--- config.mk ---
export PLATFORM = sky130hd
export DESIGN_NAME = transport_connection_sequencer_top
export DESIGN_NICKNAME = d
export VERILOG_FILES = /design/src/rtl/tcs_pkg.sv /design/src/rtl/transport_connection_sequencer_top.sv /design/src/rtl/tcs_core.sv /design/src/rtl/tcs_outq.sv
export SDC_FILE = /design/constraint.sdc
export NUM_CORES = 1
export LEC_CHECK = 0
export BUFFER_PORTS_ARGS = -buffer_cell sky130_fd_sc_hd__buf_2
export CORE_UTILIZATION = 25
export CTS_CLUSTER_SIZE = 30
export DETAILED_ROUTE_END_ITERATION = 12
export PLACE_DENSITY = 0.49
export SYNTH_ARGS = -nofsm -noshare
export SYNTH_HDL_FRONTEND = slang
export SYNTH_HIERARCHICAL = 1
export SYNTH_SLANG_ARGS = --single-unit
--- constraint.sdc ---
create_clock -name i_clk -period 7.3 [get_ports i_clk]
set_clock_uncertainty 0.15 [all_clocks]
set_input_delay 0 -clock i_clk [delete_from_list [all_inputs] [get_ports i_clk]]
set_output_delay 0 -clock i_clk [all_outputs]
set_load 0.02 [all_outputs]
--- src/rtl/tcs_pkg.sv ---
`timescale 1ns / 1ps
// ----------------------------------------------------------------------------
// tcs_pkg
// Shared types, codes and helpers of the transport connection sequencer.
// ----------------------------------------------------------------------------
package tcs_pkg;

    // command codes
    localparam logic CMD_RECEIVE = 1'b0;
    localparam logic CMD_SEND    = 1'b1;

    // transport control field kinds
    localparam logic [1:0] TPCI_UNNUM_CTRL = 2'd0;
    localparam logic [1:0] TPCI_NUM_CTRL   = 2'd1;
    localparam logic [1:0] TPCI_UNNUM_DATA = 2'd2;
    localparam logic [1:0] TPCI_NUM_DATA   = 2'd3;

    // control kinds (connect/ack share a code, disconnect/nack share a code)
    localparam logic [1:0] KIND_CONNECT    = 2'd0;
    localparam logic [1:0] KIND_DISCONNECT = 2'd1;
    localparam logic [1:0] KIND_ACK        = 2'd0;
    localparam logic [1:0] KIND_NACK       = 2'd1;

    // data actions
    localparam logic [1:0] ACT_DROP = 2'd0;
    localparam logic [1:0] ACT_UP   = 2'd1;
    localparam logic [1:0] ACT_DOWN = 2'd2;

    // control octets
    localparam logic [7:0] CTRL_DISCONNECT = 8'h81;
    localparam logic [7:0] CTRL_ACK        = 8'hc2;
    localparam logic [7:0] CTRL_SEQ_FLAG   = 8'h40;
    localparam logic [7:0] CTRL_SEQ_MASK   = 8'h3c;

    // one telegram header request
    typedef struct packed {
        logic        command;
        logic        well_formed;
        logic [1:0]  tpci_kind;
        logic [1:0]  control_kind;
        logic [3:0]  seq_no;
        logic [15:0] src_address;
        logic [15:0] dst_address;
        logic [1:0]  priority_req;
    } t_request;

    // one result
    typedef struct packed {
        logic [1:0]  data_action;
        logic [3:0]  data_seq;
        logic        control_send;
        logic [7:0]  control_byte;
        logic [15:0] control_dst;
        logic [15:0] control_src;
        logic [1:0]  control_priority;
        logic        connected_now;
        logic [15:0] peer_now;
        logic [3:0]  send_seq_now;
        logic [3:0]  recv_seq_now;
    } t_result;

    // insert a sequence number into bits 5..2 when the sequence flag is set
    function automatic logic [7:0] make_control(input logic [7:0] base,
                                                input logic [3:0] seq);
        logic [7:0] c;
        c = base;
        if ((c & CTRL_SEQ_FLAG) != 8'h00) begin
            c = (c & ~CTRL_SEQ_MASK) | {2'b00, seq, 2'b00};
        end
        return c;
    endfunction

endpackage

--- src/rtl/transport_connection_sequencer_top.sv ---
`timescale 1ns / 1ps
// ----------------------------------------------------------------------------
// transport_connection_sequencer_top
// Single-connection transport layer sequencer: checks and stamps telegram
// headers, tracks the link and emits disconnect or ack control octets.
//
//   channel   handshake                   direction  payload
//   request   i_in_valid / o_in_stall     in         telegram header fields
//   result    o_out_valid / i_out_stall   out        action, control, state
//
// One request per cycle while o_in_stall is low; a request passes the input
// register into the result buffer and shows at the output from its head.
// The decision logic sits between the input register and a two-entry
// result buffer; o_in_stall comes from registers only.
// Synchronous active-low reset clears the link, peer and both counters.
// While the result side stalls, up to three requests are held before
// o_in_stall rises.
// ----------------------------------------------------------------------------
module transport_connection_sequencer_top (
    input  logic        i_clk,
    input  logic        i_rst_n,
    input  logic        i_in_valid,
    output logic        o_in_stall,
    input  logic        i_command,
    input  logic        i_well_formed,
    input  logic [1:0]  i_tpci_kind,
    input  logic [1:0]  i_control_kind,
    input  logic [3:0]  i_seq_no,
    input  logic [15:0] i_src_address,
    input  logic [15:0] i_dst_address,
    input  logic [1:0]  i_priority_req,
    output logic        o_out_valid,
    input  logic        i_out_stall,
    output logic [1:0]  o_data_action,
    output logic [3:0]  o_data_seq,
    output logic        o_control_send,
    output logic [7:0]  o_control_byte,
    output logic [15:0] o_control_dst,
    output logic [15:0] o_control_src,
    output logic [1:0]  o_control_priority,
    output logic        o_connected_now,
    output logic [15:0] o_peer_now,
    output logic [3:0]  o_send_seq_now,
    output logic [3:0]  o_recv_seq_now
);
    import tcs_pkg::*;

    logic     r_in_valid;
    t_request r_in;
    logic     room;
    logic     fire;
    logic     in_take;
    t_result  res;
    t_result  out_res;

    assign fire       = r_in_valid && room;
    assign o_in_stall = r_in_valid && !room;
    assign in_take    = i_in_valid && !o_in_stall;

    // input register
    always_ff @(posedge i_clk) begin
        if (!i_rst_n) begin
            r_in_valid <= 1'b0;
        end else if (in_take || fire) begin
            r_in_valid <= in_take;
        end
    end

    always_ff @(posedge i_clk) begin
        if (in_take) begin
            r_in.command      <= i_command;
            r_in.well_formed  <= i_well_formed;
            r_in.tpci_kind    <= i_tpci_kind;
            r_in.control_kind <= i_control_kind;
            r_in.seq_no       <= i_seq_no;
            r_in.src_address  <= i_src_address;
            r_in.dst_address  <= i_dst_address;
            r_in.priority_req <= i_priority_req;
        end
    end

    // decision and connection state
    tcs_core u_core (
        .i_clk   (i_clk),
        .i_rst_n (i_rst_n),
        .i_fire  (fire),
        .i_req   (r_in),
        .o_res   (res)
    );

    // result buffer
    tcs_outq u_outq (
        .i_clk   (i_clk),
        .i_rst_n (i_rst_n),
        .i_push  (fire),
        .i_data  (res),
        .o_room  (room),
        .o_valid (o_out_valid),
        .i_stall (i_out_stall),
        .o_data  (out_res)
    );

    // result fields
    assign o_data_action      = out_res.data_action;
    assign o_data_seq         = out_res.data_seq;
    assign o_control_send     = out_res.control_send;
    assign o_control_byte     = out_res.control_byte;
    assign o_control_dst      = out_res.control_dst;
    assign o_control_src      = out_res.control_src;
    assign o_control_priority = out_res.control_priority;
    assign o_connected_now    = out_res.connected_now;
    assign o_peer_now         = out_res.peer_now;
    assign o_send_seq_now     = out_res.send_seq_now;
    assign o_recv_seq_now     = out_res.recv_seq_now;

endmodule

--- src/rtl/tcs_core.sv ---
`timescale 1ns / 1ps
// ----------------------------------------------------------------------------
// tcs_core
// Connection state registers and the per-request decision logic.
// ----------------------------------------------------------------------------
module tcs_core (
    input  logic              i_clk,
    input  logic              i_rst_n,
    input  logic              i_fire,
    input  tcs_pkg::t_request i_req,
    output tcs_pkg::t_result  o_res
);
    import tcs_pkg::*;

    logic        r_link_up, n_link_up;
    logic [15:0] r_peer, n_peer;
    logic [3:0]  r_send_seq, n_send_seq;
    logic [3:0]  r_recv_seq, n_recv_seq;

    logic       from_peer;
    logic [1:0] action;
    logic [3:0] dseq;
    logic       ctrl;
    logic [7:0] cbyte;

    // decision for the request in the input register
    always_comb begin
        n_link_up  = r_link_up;
        n_peer     = r_peer;
        n_send_seq = r_send_seq;
        n_recv_seq = r_recv_seq;
        action     = ACT_DROP;
        dseq       = i_req.seq_no;
        ctrl       = 1'b0;
        cbyte      = 8'h00;
        from_peer  = r_link_up && (i_req.src_address == r_peer);

        if (i_req.command == CMD_RECEIVE) begin
            if (i_req.well_formed) begin
                case (i_req.tpci_kind)
                    TPCI_UNNUM_CTRL: begin
                        if (i_req.control_kind == KIND_CONNECT) begin
                            if (!r_link_up) begin
                                n_link_up  = 1'b1;
                                n_send_seq = 4'd0;
                                n_recv_seq = 4'd0;
                                n_peer     = i_req.src_address;
                            end
                        end else if (i_req.control_kind == KIND_DISCONNECT) begin
                            if (from_peer) begin
                                n_link_up = 1'b0;
                            end
                        end
                    end
                    TPCI_NUM_CTRL: begin
                        if (i_req.control_kind == KIND_ACK) begin
                            if (from_peer && (i_req.seq_no == r_send_seq)) begin
                                n_send_seq = r_send_seq + 4'd1;
                            end
                        end else if (i_req.control_kind == KIND_NACK) begin
                            if (from_peer) begin
                                n_link_up = 1'b0;
                                ctrl      = 1'b1;
                                cbyte     = make_control(CTRL_DISCONNECT, 4'd0);
                            end
                        end
                    end
                    TPCI_UNNUM_DATA: begin
                        action = ACT_UP;
                    end
                    default: begin
                        // numbered data from the peer
                        if (from_peer) begin
                            ctrl = 1'b1;
                            if (i_req.seq_no != r_recv_seq) begin
                                cbyte     = make_control(CTRL_DISCONNECT, 4'd0);
                                n_link_up = 1'b0;
                            end else begin
                                action     = ACT_UP;
                                n_recv_seq = i_req.seq_no + 4'd1;
                                cbyte      = make_control(CTRL_ACK, i_req.seq_no);
                            end
                        end
                    end
                endcase
            end
        end else begin
            // outgoing numbered data needs the link and gets stamped
            if (i_req.tpci_kind == TPCI_NUM_DATA) begin
                if (r_link_up && (i_req.dst_address == r_peer)) begin
                    action = ACT_DOWN;
                    dseq   = r_send_seq;
                end
            end else begin
                action = ACT_DOWN;
            end
        end

        o_res.data_action      = action;
        o_res.data_seq         = dseq;
        o_res.control_send     = ctrl;
        o_res.control_byte     = ctrl ? cbyte : 8'h00;
        o_res.control_dst      = ctrl ? i_req.src_address : 16'h0000;
        o_res.control_src      = ctrl ? i_req.dst_address : 16'h0000;
        o_res.control_priority = ctrl ? i_req.priority_req : 2'd0;
        o_res.connected_now    = n_link_up;
        o_res.peer_now         = n_peer;
        o_res.send_seq_now     = n_send_seq;
        o_res.recv_seq_now     = n_recv_seq;
    end

    // connection state
    always_ff @(posedge i_clk) begin
        if (!i_rst_n) begin
            r_link_up  <= 1'b0;
            r_peer     <= 16'h0000;
            r_send_seq <= 4'd0;
            r_recv_seq <= 4'd0;
        end else if (i_fire) begin
            r_link_up  <= n_link_up;
            r_peer     <= n_peer;
            r_send_seq <= n_send_seq;
            r_recv_seq <= n_recv_seq;
        end
    end

endmodule

--- src/rtl/tcs_outq.sv ---
`timescale 1ns / 1ps
// ----------------------------------------------------------------------------
// tcs_outq
// Two-entry result buffer; its fill level gates new work without a path
// from the downstream stall.
// ----------------------------------------------------------------------------
module tcs_outq (
    input  logic             i_clk,
    input  logic             i_rst_n,
    input  logic             i_push,
    input  tcs_pkg::t_result i_data,
    output logic             o_room,
    output logic             o_valid,
    input  logic             i_stall,
    output tcs_pkg::t_result o_data
);
    import tcs_pkg::*;

    t_result    r_q [2];
    t_result    n_q0, n_q1;
    logic [1:0] r_count, n_count;
    logic       pop;
    logic       wr_slot;

    assign pop     = (r_count != 2'd0) && !i_stall;
    assign o_valid = (r_count != 2'd0);
    assign o_room  = (r_count != 2'd2);
    assign o_data  = r_q[0];

    // slot for the new result once the head has left
    always_comb begin
        n_count = r_count + {1'b0, i_push} - {1'b0, pop};
        wr_slot = ((r_count - {1'b0, pop}) != 2'd0);
    end

    // next contents: shift on pop, then place the new result
    always_comb begin
        n_q0 = r_q[0];
        n_q1 = r_q[1];
        if (pop) begin
            n_q0 = r_q[1];
        end
        if (i_push) begin
            if (wr_slot) begin
                n_q1 = i_data;
            end else begin
                n_q0 = i_data;
            end
        end
    end

    // fill level
    always_ff @(posedge i_clk) begin
        if (!i_rst_n) begin
            r_count <= 2'd0;
        end else begin
            r_count <= n_count;
        end
    end

    // result storage
    always_ff @(posedge i_clk) begin
        r_q[0] <= n_q0;
        r_q[1] <= n_q1;
    end

endmodule
---- Yosys cells after proc, flatten, opt, wreduce, memory -nomap -nowiden ----
Memories as Yosys holds them, arrays and structs flattened.
Cells that the tools add are included.
cells by class
  add/sub/neg operators ................... 5
  equality and inequality tests ........... 9
  mux-type cells .......................... 61
  reductions and logical operators ........ 18
operators by type and width
  kind                                           number
  2-to-1 mux 74 bit                              5
  2-to-1 mux 16 bit                              7
  2-to-1 mux 4 bit                               15
  2-to-1 mux 8 bit                               7
  == test 16 bit                                 2
  one-hot mux 4 bit (2 select lines)             2
  one-hot mux 8 bit (2 select lines)             1
  2-to-1 mux 1 bit                               14
  2-to-1 mux 2 bit                               6
  adder 4 x 1 -> 4 bit, second input constant    2
  logical AND 1 bit                              7
  2-to-1 mux 7 bit                               1
  OR reduction 2 bit                             3
  == test 2 x 1 -> 1 bit, second input constant  2
  == test 2 bit, second input constant           2
  == test 4 bit                                  1
  logical NOT 2 bit                              2
  != test 4 bit                                  1
  one-hot mux 2 bit (2 select lines)             1
  nonzero test 2 bit                             2
  subtractor 2 x 1 -> 2 bit                      2
  logical NOT 1 bit                              3
  one-hot mux 1 bit (3 select lines)             1
  adder 2 x 1 -> 2 bit                           1
  3 further kinds                                3
storage, ports and cells
  bits in registers ....................... 72
  memory bits (writable) .................. 148
  bits of input ports ..................... 48
  output and inout port bits .............. 76
  word-level logic and storage cells ...... 108
  memories kept ........................... 1
memories
  memory      words  bits a word  rd ports  clocked after memory_dff  wr ports  line            RTL
  u_outq.r_q  2      74           2         0                         2         tcs_outq.sv:19  t_result r_q [2];

---- Depth between registers and ports, before layout ----
  depth in word-level cells ............... 11
  gate-level depth with buffers ........... 9
  gate-level depth less buffers ........... 8

---- Cells and area by module ----
Netlist, hierarchy kept.
by module, submodules not included
  module                              instances  cells each  area an instance (µm²)  sequential area each (µm²)
  tcs_outq                            1          500         6,829.0                 3,743.6
  tcs_core                            1          307         2,462.4                 500.5
  transport_connection_sequencer_top  1          49          1,375.1                 1,341.3

---- Worst setup path after synthesis ----
OpenSTA, ideal clock, no wires.
  path kind ............................... register to register
  start ................................... register, netlist name u_outq/r_count[0]
  end ..................................... memory u_outq/r_q[0][100] in the netlist's numbering (enable)
  setup time .............................. 515 ps
  arrival time ............................ 4,573 ps
  data required time ...................... 6,635 ps
  setup slack ............................. 2,062 ps
  stages on the path, launching flop included .. 6
  buffers on the path ..................... 2
  clock period less this slack ............ 5,238 ps
  path through ............................ dfxtp_1 > nand2b_1 > and2_1 > buf_2 > buf_2 > nor2b_1
RTL lines
  what       line
  to (decl)  tcs_outq.sv:19

---- Worst setup path in the final report ----
  start ................................... register u_outq.r_count[0]
  end ..................................... register u_core.r_send_seq[2]
between the ends
  longest elaborated chain between the ends .. 2
RTL lines
  what                    line                                      RTL
  from (decl)             tcs_outq.sv:21                            logic [1:0] r_count, n_count;
  from (signal assigned)  tcs_outq.sv:57                            r_count <= n_count;
  != test 2 bit           tcs_outq.sv:27                            assign o_room = (r_count != 2'd2);
  named net room          transport_connection_sequencer_top.sv:50  logic room;
  logical AND 1 bit       transport_connection_sequencer_top.sv:56  assign fire = r_in_valid && room;
  named net fire          transport_connection_sequencer_top.sv:51  logic fire;
  to (signal assigned)    tcs_core.sv:122                           r_send_seq <= n_send_seq;
  to (decl)               tcs_core.sv:17                            logic [3:0] r_send_seq, n_send_seq;
The timed path passes the listed nets, and every way through them passes these cells.
A chain may end at the register's enable or synchronous reset.

==> results by group <==
Critical path
  • Worst-path maximum fanout: 52
  • Critical path startpoint category: flop
  • RR Startpoint: u_outq/r_count[0]$_SDFF_PN0_
  • Critical path origin: u_outq/r_count[0]$_SDFF_PN0_
  • Crit path kind: reg -> reg
  • Worst path required time: 7.57 ns
  • Endpoint type of the worst setup path: flop
  • Reg2reg path depth: 7
  • Critical Path AT: 3.45 ns

STA
  • Max Fclk: 314 MHz
  • Worst Hold Slack: 0.0199 ns
  • Max Slew Vio Count: 0
  • Final period utilization: 0.436
  • Unrepaired setup endpoints after global routing: no
  • Final-report hold violation count: 0
  • Slew HR: 0.337
  • Worst Tran Pin Value: 0.994 ns
  • Total negative slack: 0 ns
  • Final Setup Violations: 0
  • Post-layout min period: 3.18 ns

Floorplan
  • Site Rows: 75
  • I/O pins: 124
  • Die width: 209 um
  • Die height: 209 um
  • DIE AREA: 43500 um^2
  • Initial Util: 0.254
  • Core area: 42000 um^2

Synthesis
  • Synth top area cells: edfxtp_1, dfxtp_1, a2bb2oi_2, a22oi_2, buf_4
  • Cell area after synthesis: 10700 um^2
  • Sequential fraction of the synthesis area: 0.524
  • Post-synth EDFFs: 118
  • FFs w/ async S/R, synth: 0
  • Yosys cell types: 54
  • Mapped Nets: 912
  • Synthesis-stage register bit count: 220
  • Synthesized area per cell: 12.5 um^2
  • Largest area contributor in the netlist: edfxtp_1
  • Post-synth top area share: 0.332
  • Synthesis Warnings: 6
  • Top_reg_cell synth: edfxtp_1
  • Synth Instances: 856

Final layout
  • Area grow syn2layout: 19.1%
  • # fillers: 4269
  • Fin util: 0.302
  • Final net count: 1003
  • Inserted Diodes: 0
  • Fraction of layout cells with a size suffix above 1: 0.349

Route
  • First drt pass iteration count: 5
  • Final wirelength: 28.4 mm
  • Routed vias/inst: 4.43
  • Routed via count: 6679
  • DRT iter0 DRCs: 311
  • Post-route DRC: 0
  • Number of antenna-violating nets in the routed design: 0
  • WL per Instance: 18.8 um

GRT
  • Total Routing Usage GR: 0.131
  • Vias in the first global route: 7027
  • Global route overflow: 0
  • Largest net degree at the start of global routing: 75
  • First-pass GRT wire length: 43.9 mm
  • Initial antenna violation count: 0

Pwr
  • P_leak: 4.70 nW
  • Power per Cell Area: 266 nW/um^2
  • Peak supply drop: 153 uV

Worst hold path
  • Hold path startpoint: i_command
  • HP Class: in -> reg
  • Hold path depth: 2

Run status
  • Status: finished clean

Clock network
  • Post-cts sizing count: 0
  • Post-CTS Setup Bufs: 0
  • CTS Root Cell: clkbuf_16
  • Worst-Skew Late Latency: 0.54 ns
  • Clock Path Buffers: 3
  • Level count of the clock H-tree: 1
  • CTS tree: done
  • CTS buffer count: 26
  • Reg clk slew, reported paths: 0.06 ns
  • Post-CTS Hold Fix Bufs: 66
  • Clk sinks: 220

Flow run
  • Maximum capacitance violations: 0

Placed design
  • Final RePlAce weighted congestion: 0.785
  • Port bufs: 123
  • Post-DP HPWL: 18.6 mm
[final cells by class]
type / count / area, um^2 / share of cell area
clock buffers: 28 / 668 / 0.0526
clock inverters: 20 / 230 / 0.0181
inverters: 8 / 30.0 / 0.00236
multi-input cells: 493 / 4170 / 0.328
flip-flops and latches: 220 / 5590 / 0.440
well taps: 539 / 674 / 0.0531
repair buffers: 198 / 1340 / 0.106
[cell usage in the layout (no fill, tap or decap), types with 15 or more instances in the layout]
master         synthesis  routed
a2bb2oi_2             60      60
buf_2                 19     123
and2_1                42      41
mux2_2                21      21
xnor2_1               35      35
nor2_1                38      38
a22oi_2               60      60
dfxtp_1              102     102
nor3b_1               16      16
clkbuf_16              0      26
dlygate4sd3_1          0      66
edfxtp_1             118     118
nand2_1               83      82
a2bb2oi_1             15      15
[where the power goes]
group / switching [mW] / total, mW / leakage, nW / internal (mW)
sequential: 0.0816 / 1.49 / 1.87 / 1.41
combinational: 0.320 / 0.545 / 2.39 / 0.225
clock: 0.540 / 1.35 / 0.430 / 0.808
[path summary, 6_finish.rpt]
kind / end / slack, ns
max reg2reg: u_core/r_send_seq[2]$_SDFFE_PN0P_ / 4.12
max: u_core/r_send_seq[2]$_SDFFE_PN0P_ / 4.12
min reg2reg: u_outq/r_q[0][61]$_DFF_P_ / 0.31
min: r_in[43]$_DFFE_PP_ / 0.02
[critical path, stage by stage, from the launching register on]
cell and delay [ns]:
dfxtp_1 0.52, nand2b_1 0.25, and2_4 0.44, buf_4 0.50, buf_4 0.66, nand2_1 0.19
o211ai_1 0.20, o41ai_1 0.09
[routing by layer]
metal / GRT usage / part of all wire / wire length [um] / vias to the layer above
met5: 0 / 0 / 0 / -
met4: 0.0370 / 0.019 / 550 / 0
met3: 0.0329 / 0.054 / 1530 / 34
met2: 0.200 / 0.44 / 12600 / 124
met1: 0.182 / 0.48 / 13700 / 3284
li1: - / - / - / 3237
[flip-flops by register name, summed over array words and instances (netlist names)]
register           cells
r_in                  44
r_in_valid             1
u_core/r_link_up       1
u_core/r_peer         16
u_core/r_recv_seq      4
u_core/r_send_seq      4
u_outq/r_count         2
u_outq/r_q           148
[cells in the mapped netlist (3+ instances only)]
| library cell | n |
|---|---|
| a2bb2oi_2 | 60 |
| o31ai_1 | 3 |
| edfxtp_1 | 118 |
| nand4_1 | 6 |
| nor3b_1 | 16 |
| nor3_1 | 3 |
| a2bb2oi_1 | 15 |
| o21a_1 | 3 |
| buf_2 | 19 |
| ha_1 | 8 |
| a22oi_2 | 60 |
| o21ai_0 | 10 |
| xnor2_2 | 3 |
| a22oi_1 | 14 |
| and3_1 | 3 |
| clkbuf_1 | 17 |
| buf_6 | 8 |
| or3_1 | 6 |
| mux2_2 | 21 |
| nand2b_1 | 5 |
| nand2_1 | 83 |
| nand3_1 | 12 |
| buf_4 | 91 |
| a21boi_1 | 3 |
| nor2_1 | 38 |
| a22o_1 | 3 |
| a31oi_1 | 4 |
| xnor2_1 | 35 |
| xor2_1 | 5 |
| nor2b_1 | 3 |
| and2_1 | 42 |
| inv_1 | 8 |
| dfxtp_1 | 102 |
[through the flow]
step / worst slack [ns] / instance area [um^2] / power [mW] / cells
global placement: 4.16 / 11100 / 2.04 / 1392
detailed placement: 4.12 / 11100 / 2.05 / 1392
CTS: 4.09 / 12700 / 3.44 / 1506
floorplan: 2.06 / 10700 / 1.96 / 856
global route: 3.84 / 12700 / 3.53 / 1506
finish: 4.12 / 12700 / 3.38 / 1506
[kinds of logic (layout without fill, tap and decap cells)]
kind of cell / count (synthesis) / in the layout / synth area share
buf+inv: 143 / 254 / 0.0902
compound gates: 195 / 195 / 0.208
fa+ha+maj: 8 / 8 / 0.00938
simple gates: 226 / 226 / 0.109
mux: 21 / 21 / 0.0222
flops: 220 / 220 / 0.524
xor+xnor: 43 / 43 / 0.0374
No activity file was read; power rests on OpenSTA's default activity.
